<file path="config.mk">
export PLATFORM = sky130hd
export DESIGN_NAME = class_file_section_parser_core
export DESIGN_NICKNAME = d
export VERILOG_FILES = /design/src/design/cfsp_pkg.sv /design/src/design/class_file_section_parser_core.sv /design/src/design/cfsp_parser.sv /design/src/design/cfsp_out_buf.sv
export SDC_FILE = /design/constraint.sdc
export NUM_CORES = 1
export LEC_CHECK = 0
export ABC_CLOCK_PERIOD_IN_PS = 14100
export BUFFER_PORTS_ARGS = -buffer_cell sky130_fd_sc_hd__buf_2
export CORE_ASPECT_RATIO = 0.75
export CORE_MARGIN = 1.5
export CORE_UTILIZATION = 53
export DETAILED_ROUTE_END_ITERATION = 8
export GPL_ROUTABILITY_DRIVEN = 0
export PLACE_DENSITY_LB_ADDON = 0.1
export SETUP_SLACK_MARGIN = 0.1
export SLEW_MARGIN = 40
export SYNTH_ARGS = -nofsm -noshare
export SYNTH_HDL_FRONTEND = slang
export SYNTH_SLANG_ARGS = --single-unit
</file>
<file path="constraint.sdc">
create_clock -name clk_i -period 14.1 [get_ports clk_i]
set_clock_uncertainty 0.05 [all_clocks]
set_input_delay 0.705 -clock clk_i [delete_from_list [all_inputs] [get_ports clk_i]]
set_output_delay 0.705 -clock clk_i [all_outputs]
set_load 0.02 [all_outputs]
</file>
<file path="src/design/cfsp_pkg.sv">
package cfsp_pkg;

  // Width of the internal byte offset counter; the reported position is its low bits.
  localparam int unsigned OffsetBits = 24;
  localparam int unsigned PosBits    = 24;

  typedef enum logic [2:0] {
    EV_POOL_ENTRY  = 3'd0,
    EV_ACCESS      = 3'd1,
    EV_FIELDS_CNT  = 3'd2,
    EV_METHODS_CNT = 3'd3,
    EV_METHOD      = 3'd4,
    EV_ATTR_CNT    = 3'd5,
    EV_BAD_TAG     = 3'd6
  } event_kind_e;

  typedef struct packed {
    logic [7:0] data_byte;
    logic       file_start;
  } cfsp_in_t;

  typedef struct packed {
    logic [2:0]         event_kind;
    logic [PosBits-1:0] byte_position;
    logic [15:0]        item_index;
    logic [7:0]         tag_value;
  } cfsp_out_t;

endpackage

</file>
<file path="src/design/class_file_section_parser_core.sv">
// Channel  Direction  Payload     Handshake
// in       input      cfsp_in_t   in_valid_i / in_stall_o
// out      output     cfsp_out_t  out_valid_o / out_stall_i
//
// One byte is taken every cycle while in_stall_o is low; each byte gives zero or one event.
// An event is registered in the output buffer before it appears at the output.
// A two-entry output buffer (head plus skid) holds events; in_stall_o rises
// only when both entries are occupied, and then holds the input.
// Reset clears the parser to idle with a zero offset; no clearing pass.
module class_file_section_parser_core (
  input  logic                clk_i,
  input  logic                rst_ni,
  input  logic                in_valid_i,
  output logic                in_stall_o,
  input  cfsp_pkg::cfsp_in_t  in_item_i,
  output logic                out_valid_o,
  input  logic                out_stall_i,
  output cfsp_pkg::cfsp_out_t out_item_o
);
  import cfsp_pkg::*;

  logic      fire;
  logic      ev_valid;
  cfsp_out_t ev;
  logic      full;

  assign in_stall_o = full;
  assign fire       = in_valid_i && !full;

  cfsp_parser u_parser (
    .clk_i      (clk_i),
    .rst_ni     (rst_ni),
    .fire_i     (fire),
    .item_i     (in_item_i),
    .ev_valid_o (ev_valid),
    .ev_o       (ev)
  );

  cfsp_out_buf u_out_buf (
    .clk_i       (clk_i),
    .rst_ni      (rst_ni),
    .push_i      (ev_valid),
    .push_item_i (ev),
    .full_o      (full),
    .out_valid_o (out_valid_o),
    .out_stall_i (out_stall_i),
    .out_item_o  (out_item_o)
  );

endmodule

</file>
<file path="src/design/cfsp_parser.sv">
module cfsp_parser (
  input  logic               clk_i,
  input  logic               rst_ni,
  input  logic               fire_i,
  input  cfsp_pkg::cfsp_in_t item_i,
  output logic               ev_valid_o,
  output cfsp_pkg::cfsp_out_t ev_o
);
  import cfsp_pkg::*;

  typedef enum logic [3:0] {
    PH_IDLE             = 4'd0,
    PH_HEADER           = 4'd1,
    PH_POOL_TAG         = 4'd2,
    PH_UTF8_LEN         = 4'd3,
    PH_POOL_BODY        = 4'd4,
    PH_CLASS_INFO       = 4'd5,
    PH_IFACE_SKIP       = 4'd6,
    PH_FIELDS_COUNT     = 4'd7,
    PH_FIELD_HEAD       = 4'd8,
    PH_FIELD_ATTR_HEAD  = 4'd9,
    PH_FIELD_ATTR_BODY  = 4'd10,
    PH_METHODS_COUNT    = 4'd11,
    PH_METHOD_HEAD      = 4'd12,
    PH_METHOD_ATTR_HEAD = 4'd13,
    PH_METHOD_ATTR_BODY = 4'd14,
    PH_ATTR_COUNT       = 4'd15
  } phase_e;

  typedef struct packed {
    logic       bad;
    logic [3:0] len;  // zero means a UTF8 entry with a length field
  } tag_info_t;

  localparam logic [OffsetBits-1:0] CntMax = '1;

  function automatic tag_info_t decode_tag(input logic [7:0] tag);
    tag_info_t r;
    r = '{bad: 1'b0, len: 4'd0};
    case (tag)
      8'd1:                                               r.len = 4'd0;
      8'd3, 8'd4, 8'd9, 8'd10, 8'd11, 8'd12, 8'd18:       r.len = 4'd4;
      8'd5, 8'd6:                                         r.len = 4'd8;
      8'd7, 8'd8, 8'd16:                                  r.len = 4'd2;
      8'd15:                                              r.len = 4'd3;
      default:                                            r.bad = 1'b1;
    endcase
    return r;
  endfunction

  phase_e                ph_q, ph_d;
  logic [OffsetBits-1:0] cnt_q, cnt_d;
  logic [3:0]            fp_q, fp_d;
  logic [31:0]           skip_q, skip_d;
  logic [31:0]           vs_q, vs_d;
  logic [15:0]           el_q, el_d;
  logic [15:0]           ci_q, ci_d;
  logic [15:0]           al_q, al_d;

  logic [OffsetBits-1:0] pos;
  logic                  ev_v;
  event_kind_e           ev_kind;
  logic [15:0]           ev_idx;
  logic [7:0]            ev_tag;
  tag_info_t             ti;
  logic [7:0]            b;
  logic                  m;
  logic [15:0]           slots;

  always_comb begin
    b       = item_i.data_byte;
    ph_d    = ph_q;
    cnt_d   = cnt_q;
    fp_d    = fp_q;
    skip_d  = skip_q;
    vs_d    = vs_q;
    el_d    = el_q;
    ci_d    = ci_q;
    al_d    = al_q;
    ev_v    = 1'b0;
    ev_kind = EV_POOL_ENTRY;
    ev_idx  = '0;
    ev_tag  = '0;
    m       = 1'b0;
    slots   = 16'd1;
    ti      = decode_tag(b);

    // restart the parse from this byte
    if (item_i.file_start) begin
      ph_d   = PH_HEADER;
      cnt_d  = '0;
      fp_d   = '0;
      skip_d = '0;
      vs_d   = '0;
      el_d   = '0;
      ci_d   = '0;
      al_d   = '0;
    end

    pos = cnt_d;
    if (pos != CntMax) cnt_d = pos + 1'b1;

    vs_d = (fp_d == 4'd0) ? {24'd0, b} : {vs_d[23:0], b};

    case (ph_d)
      PH_HEADER: begin
        if (fp_d < 4'd9) begin
          fp_d = fp_d + 4'd1;
        end else begin
          el_d = (vs_d[15:0] > 16'd1) ? vs_d[15:0] - 16'd1 : 16'd0;
          ci_d = 16'd1;
          ph_d = (el_d != 16'd0) ? PH_POOL_TAG : PH_CLASS_INFO;
          fp_d = '0;
        end
      end
      PH_POOL_TAG: begin
        ev_v   = 1'b1;
        ev_idx = ci_d;
        ev_tag = b;
        if (ti.bad) begin
          ev_kind = EV_BAD_TAG;
          ph_d    = PH_IDLE;
        end else begin
          ev_kind = EV_POOL_ENTRY;
          slots   = (ti.len == 4'd8) ? 16'd2 : 16'd1;
          el_d    = (el_d > slots) ? el_d - slots : 16'd0;
          ci_d    = ci_d + slots;
          fp_d    = '0;
          if (ti.len == 4'd0) begin
            ph_d = PH_UTF8_LEN;
          end else begin
            skip_d = {28'd0, ti.len};
            ph_d   = PH_POOL_BODY;
          end
        end
      end
      PH_UTF8_LEN: begin
        if (fp_d < 4'd1) begin
          fp_d = 4'd1;
        end else begin
          skip_d = {16'd0, vs_d[15:0]};
          fp_d   = '0;
          if (skip_d != 32'd0) ph_d = PH_POOL_BODY;
          else ph_d = (el_d != 16'd0) ? PH_POOL_TAG : PH_CLASS_INFO;
        end
      end
      PH_POOL_BODY: begin
        fp_d   = '0;
        skip_d = skip_d - 32'd1;
        if (skip_d == 32'd0) ph_d = (el_d != 16'd0) ? PH_POOL_TAG : PH_CLASS_INFO;
      end
      PH_CLASS_INFO: begin
        if (fp_d == 4'd0) begin
          ev_v    = 1'b1;
          ev_kind = EV_ACCESS;
        end
        if (fp_d < 4'd7) begin
          fp_d = fp_d + 4'd1;
        end else begin
          skip_d = {15'd0, vs_d[15:0], 1'b0};
          fp_d   = '0;
          ph_d   = (skip_d != 32'd0) ? PH_IFACE_SKIP : PH_FIELDS_COUNT;
        end
      end
      PH_IFACE_SKIP: begin
        fp_d   = '0;
        skip_d = skip_d - 32'd1;
        if (skip_d == 32'd0) ph_d = PH_FIELDS_COUNT;
      end
      PH_FIELDS_COUNT, PH_METHODS_COUNT: begin
        m = (ph_d == PH_METHODS_COUNT);
        if (fp_d == 4'd0) begin
          ev_v    = 1'b1;
          ev_kind = m ? EV_METHODS_CNT : EV_FIELDS_CNT;
          fp_d    = 4'd1;
        end else begin
          el_d = vs_d[15:0];
          ci_d = '0;
          fp_d = '0;
          if (el_d != 16'd0) ph_d = m ? PH_METHOD_HEAD : PH_FIELD_HEAD;
          else ph_d = m ? PH_ATTR_COUNT : PH_METHODS_COUNT;
        end
      end
      PH_FIELD_HEAD, PH_METHOD_HEAD: begin
        m = (ph_d == PH_METHOD_HEAD);
        if (m && fp_d == 4'd0) begin
          ev_v    = 1'b1;
          ev_kind = EV_METHOD;
          ev_idx  = ci_d;
        end
        if (fp_d < 4'd7) begin
          fp_d = fp_d + 4'd1;
        end else begin
          al_d = vs_d[15:0];
          fp_d = '0;
          if (al_d != 16'd0) begin
            ph_d = m ? PH_METHOD_ATTR_HEAD : PH_FIELD_ATTR_HEAD;
          end else begin
            el_d = el_d - 16'd1;
            ci_d = ci_d + 16'd1;
            if (el_d != 16'd0) ph_d = m ? PH_METHOD_HEAD : PH_FIELD_HEAD;
            else ph_d = m ? PH_ATTR_COUNT : PH_METHODS_COUNT;
          end
        end
      end
      PH_FIELD_ATTR_HEAD, PH_METHOD_ATTR_HEAD,
      PH_FIELD_ATTR_BODY, PH_METHOD_ATTR_BODY: begin
        m = (ph_d == PH_METHOD_ATTR_HEAD) || (ph_d == PH_METHOD_ATTR_BODY);
        if ((ph_d == PH_FIELD_ATTR_HEAD || ph_d == PH_METHOD_ATTR_HEAD) && fp_d < 4'd5) begin
          fp_d = fp_d + 4'd1;
        end else begin
          if (ph_d == PH_FIELD_ATTR_HEAD || ph_d == PH_METHOD_ATTR_HEAD) begin
            skip_d = vs_d;
          end else begin
            skip_d = skip_d - 32'd1;
          end
          fp_d = '0;
          if ((ph_d == PH_FIELD_ATTR_HEAD || ph_d == PH_METHOD_ATTR_HEAD)
              && skip_d != 32'd0) begin
            ph_d = m ? PH_METHOD_ATTR_BODY : PH_FIELD_ATTR_BODY;
          end else if (skip_d == 32'd0) begin
            // attribute finished; advance to the next one, the next member or the next section
            al_d = al_d - 16'd1;
            if (al_d != 16'd0) begin
              ph_d = m ? PH_METHOD_ATTR_HEAD : PH_FIELD_ATTR_HEAD;
            end else begin
              el_d = el_d - 16'd1;
              ci_d = ci_d + 16'd1;
              if (el_d != 16'd0) ph_d = m ? PH_METHOD_HEAD : PH_FIELD_HEAD;
              else ph_d = m ? PH_ATTR_COUNT : PH_METHODS_COUNT;
            end
          end
        end
      end
      PH_ATTR_COUNT: begin
        if (fp_d == 4'd0) begin
          ev_v    = 1'b1;
          ev_kind = EV_ATTR_CNT;
          fp_d    = 4'd1;
        end else begin
          fp_d = '0;
          ph_d = PH_IDLE;
        end
      end
      default: begin
        fp_d = '0;
      end
    endcase
  end

  always_ff @(posedge clk_i or negedge rst_ni) begin
    if (!rst_ni) begin
      ph_q   <= PH_IDLE;
      cnt_q  <= '0;
      fp_q   <= '0;
      skip_q <= '0;
      vs_q   <= '0;
      el_q   <= '0;
      ci_q   <= '0;
      al_q   <= '0;
    end else if (fire_i) begin
      ph_q   <= ph_d;
      cnt_q  <= cnt_d;
      fp_q   <= fp_d;
      skip_q <= skip_d;
      vs_q   <= vs_d;
      el_q   <= el_d;
      ci_q   <= ci_d;
      al_q   <= al_d;
    end
  end

  assign ev_valid_o       = fire_i && ev_v;
  assign ev_o.event_kind    = ev_kind;
  assign ev_o.byte_position = PosBits'(pos);
  assign ev_o.item_index    = ev_idx;
  assign ev_o.tag_value     = ev_tag;

  a_bad_tag_idle: assert property (@(posedge clk_i) disable iff (!rst_ni)
    (ev_valid_o && ev_kind == EV_BAD_TAG) |=> (ph_q == PH_IDLE))
    else $error("parser not idle after bad tag");

  a_restart_cnt: assert property (@(posedge clk_i) disable iff (!rst_ni)
    (fire_i && item_i.file_start) |=> (cnt_q == OffsetBits'(1)))
    else $error("offset counter not restarted");

  a_no_ev_idle: assert property (@(posedge clk_i) disable iff (!rst_ni)
    ev_valid_o |-> (ph_q != PH_IDLE || item_i.file_start))
    else $error("event raised while idle");

endmodule

</file>
<file path="src/design/cfsp_out_buf.sv">
module cfsp_out_buf (
  input  logic                clk_i,
  input  logic                rst_ni,
  input  logic                push_i,
  input  cfsp_pkg::cfsp_out_t push_item_i,
  output logic                full_o,
  output logic                out_valid_o,
  input  logic                out_stall_i,
  output cfsp_pkg::cfsp_out_t out_item_o
);
  import cfsp_pkg::*;

  logic      head_v_q, head_v_d;
  logic      skid_v_q, skid_v_d;
  cfsp_out_t head_q, head_d;
  cfsp_out_t skid_q, skid_d;
  logic      pop;

  assign pop = head_v_q && !out_stall_i;

  always_comb begin
    head_v_d = head_v_q;
    skid_v_d = skid_v_q;
    head_d   = head_q;
    skid_d   = skid_q;
    if (pop || !head_v_q) begin
      // head is free: refill from skid first, then from the new item
      if (skid_v_q) begin
        head_v_d = 1'b1;
        head_d   = skid_q;
        skid_v_d = push_i;
        skid_d   = push_item_i;
      end else begin
        head_v_d = push_i;
        head_d   = push_item_i;
      end
    end else if (push_i) begin
      skid_v_d = 1'b1;
      skid_d   = push_item_i;
    end
  end

  always_ff @(posedge clk_i or negedge rst_ni) begin
    if (!rst_ni) begin
      head_v_q <= 1'b0;
      skid_v_q <= 1'b0;
    end else begin
      head_v_q <= head_v_d;
      skid_v_q <= skid_v_d;
    end
  end

  always_ff @(posedge clk_i) begin
    head_q <= head_d;
    skid_q <= skid_d;
  end

  assign full_o      = skid_v_q;
  assign out_valid_o = head_v_q;
  assign out_item_o  = head_q;

  a_skid_has_head: assert property (@(posedge clk_i) disable iff (!rst_ni)
    skid_v_q |-> head_v_q)
    else $error("skid entry held without head entry");

endmodule
</file>
==> flow_metrics.py <==
metrics = {
    "pwr": {
        "clkPwrFrac_pct": 25.6,
        "swShare_pct": 42.9,
        "power_density_nw_per_um2": 143,
        "p_comb_share_pct": 39.2,
        "intPower_w": 0.00158,
        "p_sw_w": 0.00119,
        "totalPowerFinal_w": 0.00277,
        "leakage_nw": 7.34,
        "ir_worst_vdd_mv": 0.100,
        "p_seq_share_pct": 35.2,
    },
    "route": {
        "route.layer.met1.wl_mm": 27.3,
        "wl_met3_mm": 10.9,
        "wl_per_cell_um": 24.7,
        "via_count": 19076,
        "top_layer": "met5",
        "wirelength_mm": 66.4,
        "avgViaCountPerCell": 7.10,
        "antenna_left": 0,
        "drt_iter0_markers": 3187,
        "drc": 0,
        "dr_wl_met2_mm": 25.8,
        "first_pass_iters": 7,
    },
    "run": {
        "drv_cap": 0,
    },
    "final_layout": {
        "fillers": 3073,
        "multiInputGateArea_sq_um": 10600,
        "utilization_pct": 58.0,
        "nNetsFinal": 2248,
        "stdcell_area_sq_um": 19400,
        "area_delta_synth_final_pct": 8.09,
        "drive_gt1_share_pct": 10.5,
        "seq_area_sq_um": 6520,
    },
    "synth": {
        "yosys_register_bits": 240,
        "netlist_instances": 2265,
        "netlist_area_sq_um": 17900,
        "postSynth.asyncResetShare_pct": 57.5,
        "yosysMostFrequentCell": "nand2_1",
        "synth_edf_count": 102,
        "synth_flop_cell": "dfrtp_1",
        "synth_top_area_share_pct": 19.3,
        "ys_seq_area_share_pct": 36.4,
        "yosysWarnings": 0,
        "yosysTopAreaCell": "dfrtp_1",
        "syn_area_per_cell_sq_um": 7.91,
        "yosys-top-cells-area": "dfrtp_1 19%, edfxtp_1 17%, nand2_1 6.4%",
        "synthesis.nets": 2299,
        "ys_types": 88,
        "synth_common_cells": "305 x nand2_1, 237 x nor2_1, 199 x o21ai_0",
    },
    "global_routing": {
        "grt.total_usage_pct": 36.9,
        "grt_pass1_vias": 17051,
        "grt_max_degree": 78,
        "grt_pass1_wl_mm": 101,
        "antenna_found_initial": 3,
        "overflow": 0,
    },
    "worst_setup_path": {
        "cp.required_ns": 14.46,
        "rrSetupSlack_ns": 8.77,
        "start_kind": "primary input",
        "path_class": "primary input to flip-flop",
        "r2r_start": "u_parser.skip_q[0]",
        "r2r_end": "u_parser.ci_q[3]",
        "path_delay_family": "simple AND/OR/NAND/NOR gates",
        "end_kind": "flip-flop",
        "cp_max_fo": 68,
        "r2r_cells": 12,
        "cpMaxStageDelayCell": "ha_1",
        "critical-path-max-stage-delay_ns": 0.63,
        "path_buf_inv": 3,
        "path_cells": "buf_6 > inv_2 > buf_4 > nand2_1 > ha_1 > or3b_2 > nor4_1 > a211oi_1 > nor4_1 > nand4_1 > a21oi_1 > and3_1 > nand3_1 > o31ai_1 > a31oi_1",
        "critPathArrivalTime_ns": 6.16,
        "critPathMostFrequentCell": "nor4_1",
    },
    "clock_network": {
        "cts_resized": 0,
        "numCtsBuffers": 26,
        "clk_latency_ns": 0.57,
        "cts_sinks": 240,
        "cts_setup_buffers": 0,
        "root_buffer": "clkbuf_16",
        "clockBufferDepth": 3,
        "cts_hold_buf": 0,
        "path_clk_slew_ns": 0.06,
        "h-tree-depth": 1,
        "tritoncts": "done",
    },
    "timing": {
        "setup-tns-final_ns": 0,
        "final_hold_viol_count": 0,
        "relSlewSlack_pct": 36.2,
        "finalSetupViolCount": 0,
        "clock.fmax_mhz": 172,
        "rsz0062_at_grt": "false",
        "worst_pin_slew_ns": 0.957,
        "min_period_ns": 5.80,
        "fin_crit_sh_pct": 41.1,
        "report.final.slew_viol_count": 0,
    },
    "floorplan": {
        "die_h_um": 162,
        "initial_utilization_pct": 53.7,
        "dieArea_sq_um": 34900,
        "io_pins": 66,
        "die_w_um": 215,
        "core_sq_um": 33400,
        "num_rows": 58,
    },
    "place": {
        "io_buffers": 65,
        "hpwl_mm": 45.6,
        "dpl-instance-area_sq_um": 18500,
    },
    "hold_path": {
        "holdCritPathClass": "primary input to asynchronous set/reset pin",
    },
    "status": {
        "run_status": "finished clean",
    },
}
through the flow:
stage               setup slack, ns  hold WS (ns)  instances
floorplan                      6.18         0.359       2265
global route                   8.17         0.175       2684
finish                         8.30        0.0988       2685
CTS                            8.78         0.182       2684
global placement               8.01         0.416       2634
detailed placement             8.21         0.409       2636
routing by layer:
| layer | track usage, % | vias to the layer above |
|---|---|---|
| met2 | 49.9 | 1573 |
| met4 | 11.2 | 4 |
| met3 | 12.7 | 257 |
| met1 | 54.6 | 8985 |
| li1 | - | 8257 |
| met5 | 1.25 | - |
power groups by stage:
stage               clock [W]  sequential [W]  combinational (W)
global route         0.000743        0.000979            0.00115
floorplan                   0        0.000931           0.000750
detailed placement          0        0.000973            0.00102
global placement            0        0.000971            0.00101
finish               0.000709        0.000972            0.00108
CTS                  0.000717        0.000961            0.00103
state kept, by name (all words and copies together) (netlist names):
signal                 count
u_out_buf.out_item_o      51
u_out_buf.skid_q          51
u_parser.skip_q           32
u_parser.cnt_q            24
u_parser.vs_q             24
u_parser.al_q             16
u_parser.ci_q             16
u_parser.el_q             16
u_parser.fp_q              4
u_parser.ph_q              4
u_out_buf.full_o           1
u_out_buf.out_valid_o      1
final cells by class:
type	instances	area share [%]
Inverter	36	0.698
Multi-Input combinational cell	1804	54.9
Tap cell	450	2.91
Timing Repair Buffer	106	3.37
Clock inverter	18	0.905
Antenna cell	1	0.0129
Clock buffer	30	3.55
Sequential cell	240	33.7
logic make-up after synthesis:
logic type                 Yosys count  share of synthesized area, %
DFF                                240                          36.4
AOI/OAI and AO/OA                  680                          24.2
buffers and inverters              221                          4.81
xor gates and xnor gates            72                          3.52
adders and majority gates           21                          1.55
muxes                               51                          3.09
and+or+nand+nor                    980                          26.5
placed cells by master, fill, tap and decap left out, types with 13 or more instances in the layout:
master	n
nand2_1	304
nor2_1	236
o21ai_0	195
a21oi_1	155
dfrtp_1	137
edfxtp_1	102
nor3_1	90
nand3_1	64
buf_2	63
xnor2_1	50
nor4_1	45
o31ai_1	45
nor2b_1	43
buf_4	40
inv_1	35
mux2_2	34
a31oi_1	32
nand4_1	27
clkbuf_16	27
or3_1	23
or4_1	23
xor2_1	22
or2_2	19
ha_1	19
nand2b_1	17
o21ai_1	17
mux2i_1	17
and3_1	17
o22ai_1	17
a211oi_1	17
o21a_1	14
and2_1	14
o211ai_1	14
a221oi_1	13
o2111ai_1	13
how the worst max path moves through the flow:
stage | startpoint | to | slack, ns | depth (start not counted)
after floorplan | in_item_i[0] | u_out_buf.skid_q[0] | 6.18 | 16
after CTS | in_item_i[0] | u_parser.ci_q[3] | 8.78 | 15
after global routing | in_item_i[0] | u_parser.ci_q[3] | 8.17 | 15
after global placement | in_item_i[0] | u_parser.el_q[12] | 8.01 | 15
final | in_item_i[0] | u_parser.ci_q[3] | 8.30 | 15
after detailed placement | in_item_i[0] | u_parser.ci_q[3] | 8.21 | 15
Note: power is estimated with default switching activity, not from simulation.
